## src/rtl/gcw_pkg.sv

```systemverilog
`default_nettype none

package gcw_pkg;

    localparam logic [6:0]  WINDOW_SIZE_RST = 7'd32;
    localparam logic [31:0] Q31_ONE         = 32'h8000_0000;
    localparam logic [31:0] T_LIMIT         = 32'h4000_0000;
    localparam logic [22:0] SCALE_Q24       = 23'd6693141;
    localparam logic [31:0] SAT_VALUE       = 32'hFFFF_FFFF;
    localparam logic [5:0]  KDIV_STEPS      = 6'd31;
    localparam logic [5:0]  FDIV_STEPS      = 6'd32;
    localparam logic [2:0]  HORNER_FIRST_K  = 3'd6;
    localparam logic [2:0]  SQUARE_LAST     = 3'd4;

    // register index decoded from paddr[2]
    localparam logic        REG_WINDOW_SIZE = 1'b0;

    // commands from the sequencer, one per state
    typedef struct packed {
        logic idle;
        logic rd;
        logic diff;
        logic chk;
        logic kdiv;
        logic h1;
        logic h2;
        logic h3;
        logic sq;
        logic acc;
        logic sc1;
        logic sc2;
        logic schk;
        logic fdiv;
        logic out;
    } t_cmd;

    // status back to the sequencer
    typedef struct packed {
        logic final_smp;
        logic pre_zero;
        logic div_done;
        logic t_big;
        logic k_last;
        logic sq_last;
        logic pair_last;
        logic fin_sat;
        logic out_free;
    } t_sts;

    // floor(2^32 / k), with all ones standing in for k = 1
    function automatic logic [31:0] recip(input logic [2:0] k);
        logic [31:0] r;
        unique case (k)
            3'd1:    r = 32'hFFFF_FFFF;
            3'd2:    r = 32'h8000_0000;
            3'd3:    r = 32'h5555_5555;
            3'd4:    r = 32'h4000_0000;
            3'd5:    r = 32'h3333_3333;
            3'd6:    r = 32'h2AAA_AAAA;
            default: r = 32'h0000_0000;
        endcase
        return r;
    endfunction

endpackage

`default_nettype wire

```

## src/rtl/gcw_ctrl.sv

```systemverilog
`default_nettype none

module gcw_ctrl (
    input  wire logic          i_clk,
    input  wire logic          i_rst_n,
    input  wire logic          i_s_valid,
    input  wire gcw_pkg::t_sts i_sts,
    output gcw_pkg::t_cmd      o_cmd
);

    typedef enum logic [14:0] {
        S_IDLE = 15'b000000000000001,
        S_READ = 15'b000000000000010,
        S_DIFF = 15'b000000000000100,
        S_CHK  = 15'b000000000001000,
        S_KDIV = 15'b000000000010000,
        S_H1   = 15'b000000000100000,
        S_H2   = 15'b000000001000000,
        S_H3   = 15'b000000010000000,
        S_SQ   = 15'b000000100000000,
        S_ACC  = 15'b000001000000000,
        S_SC1  = 15'b000010000000000,
        S_SC2  = 15'b000100000000000,
        S_SCHK = 15'b001000000000000,
        S_FDIV = 15'b010000000000000,
        S_OUT  = 15'b100000000000000
    } t_state;

    t_state r_state, n_state;

    always_comb begin
        n_state = r_state;
        unique case (r_state)
            S_IDLE: begin
                if (i_s_valid && i_sts.final_smp) n_state = S_READ;
            end
            S_READ: n_state = S_DIFF;
            S_DIFF: n_state = S_CHK;
            S_CHK:  n_state = i_sts.pre_zero ? S_ACC : S_KDIV;
            S_KDIV: begin
                if (i_sts.div_done) n_state = i_sts.t_big ? S_ACC : S_H1;
            end
            S_H1:   n_state = S_H2;
            S_H2:   n_state = S_H3;
            S_H3:   n_state = i_sts.k_last ? S_SQ : S_H1;
            S_SQ:   begin
                if (i_sts.sq_last) n_state = S_ACC;
            end
            S_ACC:  n_state = i_sts.pair_last ? S_SC1 : S_READ;
            S_SC1:  n_state = S_SC2;
            S_SC2:  n_state = S_SCHK;
            S_SCHK: n_state = i_sts.fin_sat ? S_OUT : S_FDIV;
            S_FDIV: begin
                if (i_sts.div_done) n_state = S_OUT;
            end
            S_OUT:  begin
                if (i_sts.out_free) n_state = S_IDLE;
            end
            default: n_state = S_IDLE;
        endcase
    end

    always_ff @(posedge i_clk) begin
        if (!i_rst_n) begin
            r_state <= S_IDLE;
        end else begin
            r_state <= n_state;
        end
    end

    always_comb begin
        o_cmd.idle = (r_state == S_IDLE);
        o_cmd.rd   = (r_state == S_READ);
        o_cmd.diff = (r_state == S_DIFF);
        o_cmd.chk  = (r_state == S_CHK);
        o_cmd.kdiv = (r_state == S_KDIV);
        o_cmd.h1   = (r_state == S_H1);
        o_cmd.h2   = (r_state == S_H2);
        o_cmd.h3   = (r_state == S_H3);
        o_cmd.sq   = (r_state == S_SQ);
        o_cmd.acc  = (r_state == S_ACC);
        o_cmd.sc1  = (r_state == S_SC1);
        o_cmd.sc2  = (r_state == S_SC2);
        o_cmd.schk = (r_state == S_SCHK);
        o_cmd.fdiv = (r_state == S_FDIV);
        o_cmd.out  = (r_state == S_OUT);
    end

endmodule

`default_nettype wire

```

## config.mk

```make
export PLATFORM = sky130hd
export DESIGN_NAME = gcw_ctrl
export DESIGN_NICKNAME = d
export VERILOG_FILES = /design/src/rtl/gcw_pkg.sv /design/src/rtl/gcw_ctrl.sv
export SDC_FILE = /design/constraint.sdc
export NUM_CORES = 1
export LEC_CHECK = 0
export BUFFER_PORTS_ARGS = -buffer_cell sky130_fd_sc_hd__buf_2
export CAP_MARGIN = 10
export CORE_UTILIZATION = 45
export DETAILED_ROUTE_END_ITERATION = 6
export HOLD_SLACK_MARGIN = 0.08
export PLACE_DENSITY = 0.75
export SYNTH_ARGS = -nofsm -noshare
export SYNTH_HDL_FRONTEND = slang
export SYNTH_SLANG_ARGS = --single-unit
```

## constraint.sdc

```tcl
create_clock -name i_clk -period 2.8 [get_ports i_clk]
set_input_delay 0 -clock i_clk [delete_from_list [all_inputs] [get_ports i_clk]]
set_output_delay 0 -clock i_clk [all_outputs]
set_load 0.03 [all_outputs]
```

After elaboration in Yosys (flattened, before gate mapping)
Cells that the tools add are included.
{ "op_classes": {"eq_ne": 20, "n_mux": 11, "reduce_logical": 2} }
{ "op_table": {"columns": ["operator", "count"], "rows": [
  ["15-bit one-hot mux with 15 select lines", 1],
  ["15-bit two-way mux", 6],
  ["10-bit two-way mux", 2],
  ["15-bit by 1-bit == test with 1-bit output, second input constant", 1],
  ["15-bit by 10-bit == test with 1-bit output, second input constant", 1],
  ["15-bit by 11-bit == test with 1-bit output, second input constant", 1],
  ["15-bit by 12-bit == test with 1-bit output, second input constant", 1],
  ["15-bit by 13-bit == test with 1-bit output, second input constant", 1],
  ["15-bit by 14-bit == test with 1-bit output, second input constant", 1],
  ["15-bit == test, second input constant", 1],
  ["15-bit by 2-bit == test with 1-bit output, second input constant", 1],
  ["15-bit by 3-bit == test with 1-bit output, second input constant", 1],
  ["15-bit by 4-bit == test with 1-bit output, second input constant", 1],
  ["15-bit by 5-bit == test with 1-bit output, second input constant", 1],
  ["15-bit by 6-bit == test with 1-bit output, second input constant", 1],
  ["15-bit by 7-bit == test with 1-bit output, second input constant", 1],
  ["15-bit by 8-bit == test with 1-bit output, second input constant", 1],
  ["15-bit by 9-bit == test with 1-bit output, second input constant", 1],
  ["11-bit two-way mux", 1],
  ["9-bit two-way mux", 1],
  ["2-bit inequality test, second input constant", 4],
  ["5-bit AND reduction", 1],
  ["2-bit by 1-bit inequality test with 1-bit output, second input constant", 1],
  ["1-bit logical AND", 1]
]} }
{ "word_totals": {"ff_bits": 15, "inputBits": 12, "output_inout_bits": 15, "elab_cells": 34} }

Depth between registers and ports, before layout
{ "depth": {"word_depth": 3, "ltp_mapped": 6, "depth_no_buf": 5} }

Worst setup path before layout
Ideal clock, no wire load.
{ "synth_timing": {"path_kind": "reg2reg", "start": "register r_state[8]", "end": "register r_state[7]", "setup_time_ns": 0.063, "arrival_time_ns": 2.032, "t_required_ns": 2.737, "path_slack_ns": 0.706, "stages_incl_launch_ff": 5, "period_less_slack_ns": 2.094, "cell_sequence": "dfxtp_1 nor4_4 nand4_1 nor3b_1 and2_1"} }
{ "synth_lines": {"columns": ["item", "line", "text"], "rows": [
  ["from (decl)", "gcw_ctrl.sv:29", "t_state r_state, n_state;"],
  ["from (signal assigned)", "gcw_ctrl.sv:67", "r_state <= n_state;"]
]} }

Worst setup path after layout
{ "layout_timing": {"start": "register r_state[8]", "end": "register r_state[13]"} }
{ "layout_between": {"elab_chain_len": 3} }
{ "layout_lines": {"columns": ["item", "line", "text"], "rows": [
  ["15-bit by 1-bit == test with 1-bit output (tied with other cells)", "gcw_ctrl.sv:33", "unique case (r_state)"],
  ["2-bit by 1-bit inequality test with 1-bit output (no source line) or 2-bit inequality test (tied branches)", null, null],
  ["5-bit AND reduction (no source line)", null, null]
]} }
Several ways; a longest one is shown, not always the timed one.
A chain may end at the register's enable or synchronous reset.

==> out/metrics.yaml <==
power:
  sw_frac_of_total_pct: 36.7
  seq_power_share_pct: 44.7
  p_sw_mw: 0.200
  pwr-share-comb_pct: 32.8
  power_leakage_nw: 0.536
  peakVddDrop_mv: 0.407
  p_int_mw: 0.345
  p_per_area_nw_per_um2: 418
  p_clk_share_pct: 22.5
logic_synthesis:
  syn_inst: 125
  synth_edf_count: 0
  synthDistinctLibCells: 43
  avgSynthCellArea_um2: 8.30
  netlist.area_leader.share_pct: 29.0
  synth_nets: 137
  ys_warn_count: 0
  synth_area_um2: 1040
  seq_area_frac_synth_pct: 29.0
  yosys-top-cells-area: "dfxtp_1 (29%), nor4_4 (6.2%), nor2_1 (5.1%), and2_1 (4.8%), nand2b_1 (3.6%)"
  ys_ff_latch: 15
  yosys.area.top_type: "dfxtp_1"
  async_reset_ff_share_pct: 0
  synth_top_flop_cell: "dfxtp_1"
sta:
  setup_ws_ns: 0.328
  slew_viol_final: 0
  final_hold_viol_count: 0
  fin_setup_tns_ns: 0
  worst_slew_pin_slew_ns: 0.533
  period_needed_ns: 2.47
  finClkSkew_ns: 0.00745
  relSlewSlack_pct: 64.2
  period_share_pct: 88.3
  max_freq_ghz: 0.404
  rsz0062_at_grt: "false"
  finalSetupViolCount: 0
cells_and_area:
  final_cells: 188
  final_common_cell: "buf_2"
  diodes: 0
  top_regs: "r_state x15"
  syn2layout_area_growth_pct: 25.6
  fill_cells: 210
  postLayoutCoreUtil_pct: 59.5
  multi_input_comb_area_um2: 709
  final_cell_mix: "buf_2 (26), dfxtp_1 (15), nor2_1 (14), dlygate4sd3_1 (9), and2_1 (8)"
  largest_reg_flops: 15
  seq_area_um2: 300
  layout-drive-gt1-share_pct: 25.6
  top_register: "r_state"
  final_area_um2: 1300
  finalNetCount: 173
grt:
  grt_pass1_wl_mm: 4.26
  grt.overflow.total: 0
  grt_start_max_net_pins: 10
  first_global_vias: 956
  grt_use_total_pct: 22.4
  antenna_found_initial: 0
clock_network:
  h-tree-depth: 1
  clockBufferDepth: 2
  clk_latency_ns: 0.27
  root_buffer: "clkbuf_4"
  cts_resized: 0
  cts_tree: "done"
  cts_buffers: 3
  cts_sinks: 15
  path_clk_slew_ns: 0.09
routing:
  wl_met2_mm: 1.32
  drc: 0
  wl_met1_mm: 1.26
  route.vias.total: 1082
  drtIter0Drc: 31
  wire_per_inst_um: 14.6
  top_layer: "met4"
  drt_wl_total_mm: 2.74
  viasPerCell: 5.76
  route.met3.wl_um: 144
  dr.pass1.iters: 4
  drt.antenna.violating_nets: 0
floorplanning:
  fp.coreArea_um2: 2190
  initial_core_util_pct: 47.3
  die_y_um: 50.0
  pin_count: 27
  dieArea_um2: 2500
  dieWidth_um: 50.0
  rows: 17
placed_design:
  port_buffers: 26
  post-dp-hpwl_mm: 2.08
  placed_cells: 175
  dp_slack_ns: 0.859
  place_area_um2: 1190
  gp_congestion: 0.889
setup_path:
  rrSetupSlack_ns: 0.33
  path_cells: "nor4_4, nand4_2, nor4_4, o21ai_1, a21boi_1, dlygate4sd3_1"
  cp_slowest_cell: "dlygate4sd3_1"
  cp_max_fo: 8
  max_stage_delay_ns: 0.57
  end_kind: "flip-flop"
  required_ns: 3.02
  path_common_cell: "nor4_4"
  cp.arrival_ns: 2.70
  critPathLaunchType: "flip-flop"
  critPathKind: "reg2reg"
run_status:
  status: "complete, no violations"
job:
  cap_viol_max_count: 0
min_path:
  hp-class: "in2reg"
## critical path, delay by kind of cell, from the launching register on
kind,cells,cell delay (ns)
simple gates,3,1.15
compound gates,2,0.31
flops,1,0.39
buf+inv,1,0.57
## cells by family after synthesis
logic type	after synthesis	share of synthesized area (%)
AO/OA/AOI/OAI	21	14.1
buffers and inverters	7	2.65
AND/OR/NAND/NOR	78	50.9
flip-flops	15	29.0
XOR/XNOR	4	3.38
## cells in the mapped netlist (3+ instances only)
library cell   n
nand2_1        5
nand2b_1       6
nor2_1        14
clkbuf_1       3
inv_1          3
dfxtp_1       15
o21ai_0        6
nor3_1         7
nor2b_1        3
nand3_1        3
nor4b_1        3
nand4_1        5
nor4_4         3
and2_1         8
and3_1         3
## power groups by stage
stage / Sequential [mW] / Combinational, mW / Clock [mW]
floorplan: 0.237 / 0.136 / 0
finish: 0.243 / 0.178 / 0.123
global placement: 0.247 / 0.166 / 0
detailed placement: 0.249 / 0.172 / 0
CTS: 0.243 / 0.177 / 0.126
global route: 0.245 / 0.197 / 0.138
## final timing paths
| kind | startpoint | endpoint | cells past startpoint |
|---|---|---|---|
| min reg2reg | r_state[11] | r_state[12] | 2 |
| max reg2reg | r_state[8] | r_state[13] | 6 |
| max | r_state[8] | r_state[13] | 6 |
| min | i_sts[6] | r_state[0] | 4 |
## area by class of cell
class | instances | share of cell area (%)
Tap cell | 28 | 2.69
Inverter | 3 | 0.865
Sequential cell | 15 | 23.1
Clock buffer | 4 | 2.02
Multi-Input combinational cell | 103 | 54.5
Timing Repair Buffer | 35 | 16.9
## through the flow
step | hold slack [ns] | total power, mW
after floorplan | 0.118 | 0.373
after CTS | 0.148 | 0.547
final | 0.163 | 0.544
after global routing | 0.163 | 0.579
after global placement | 0.240 | 0.413
after detailed placement | 0.245 | 0.421
## per-layer routing
layer / global-route usage (%) / vias up
met4: 5.71 / 0
met1: 29.2 / 510
met3: 4.32 / 2
met5: 0 / -
li1: - / 536
met2: 37.3 / 34
## timing repair
action / 4_1_cts / 5_1_grt
buffers inserted: 0 / 0
endpoints found under the hold margin: 8 / 0
hold buffers: 9 / 0
Note: power is estimated with default switching activity, not from simulation.
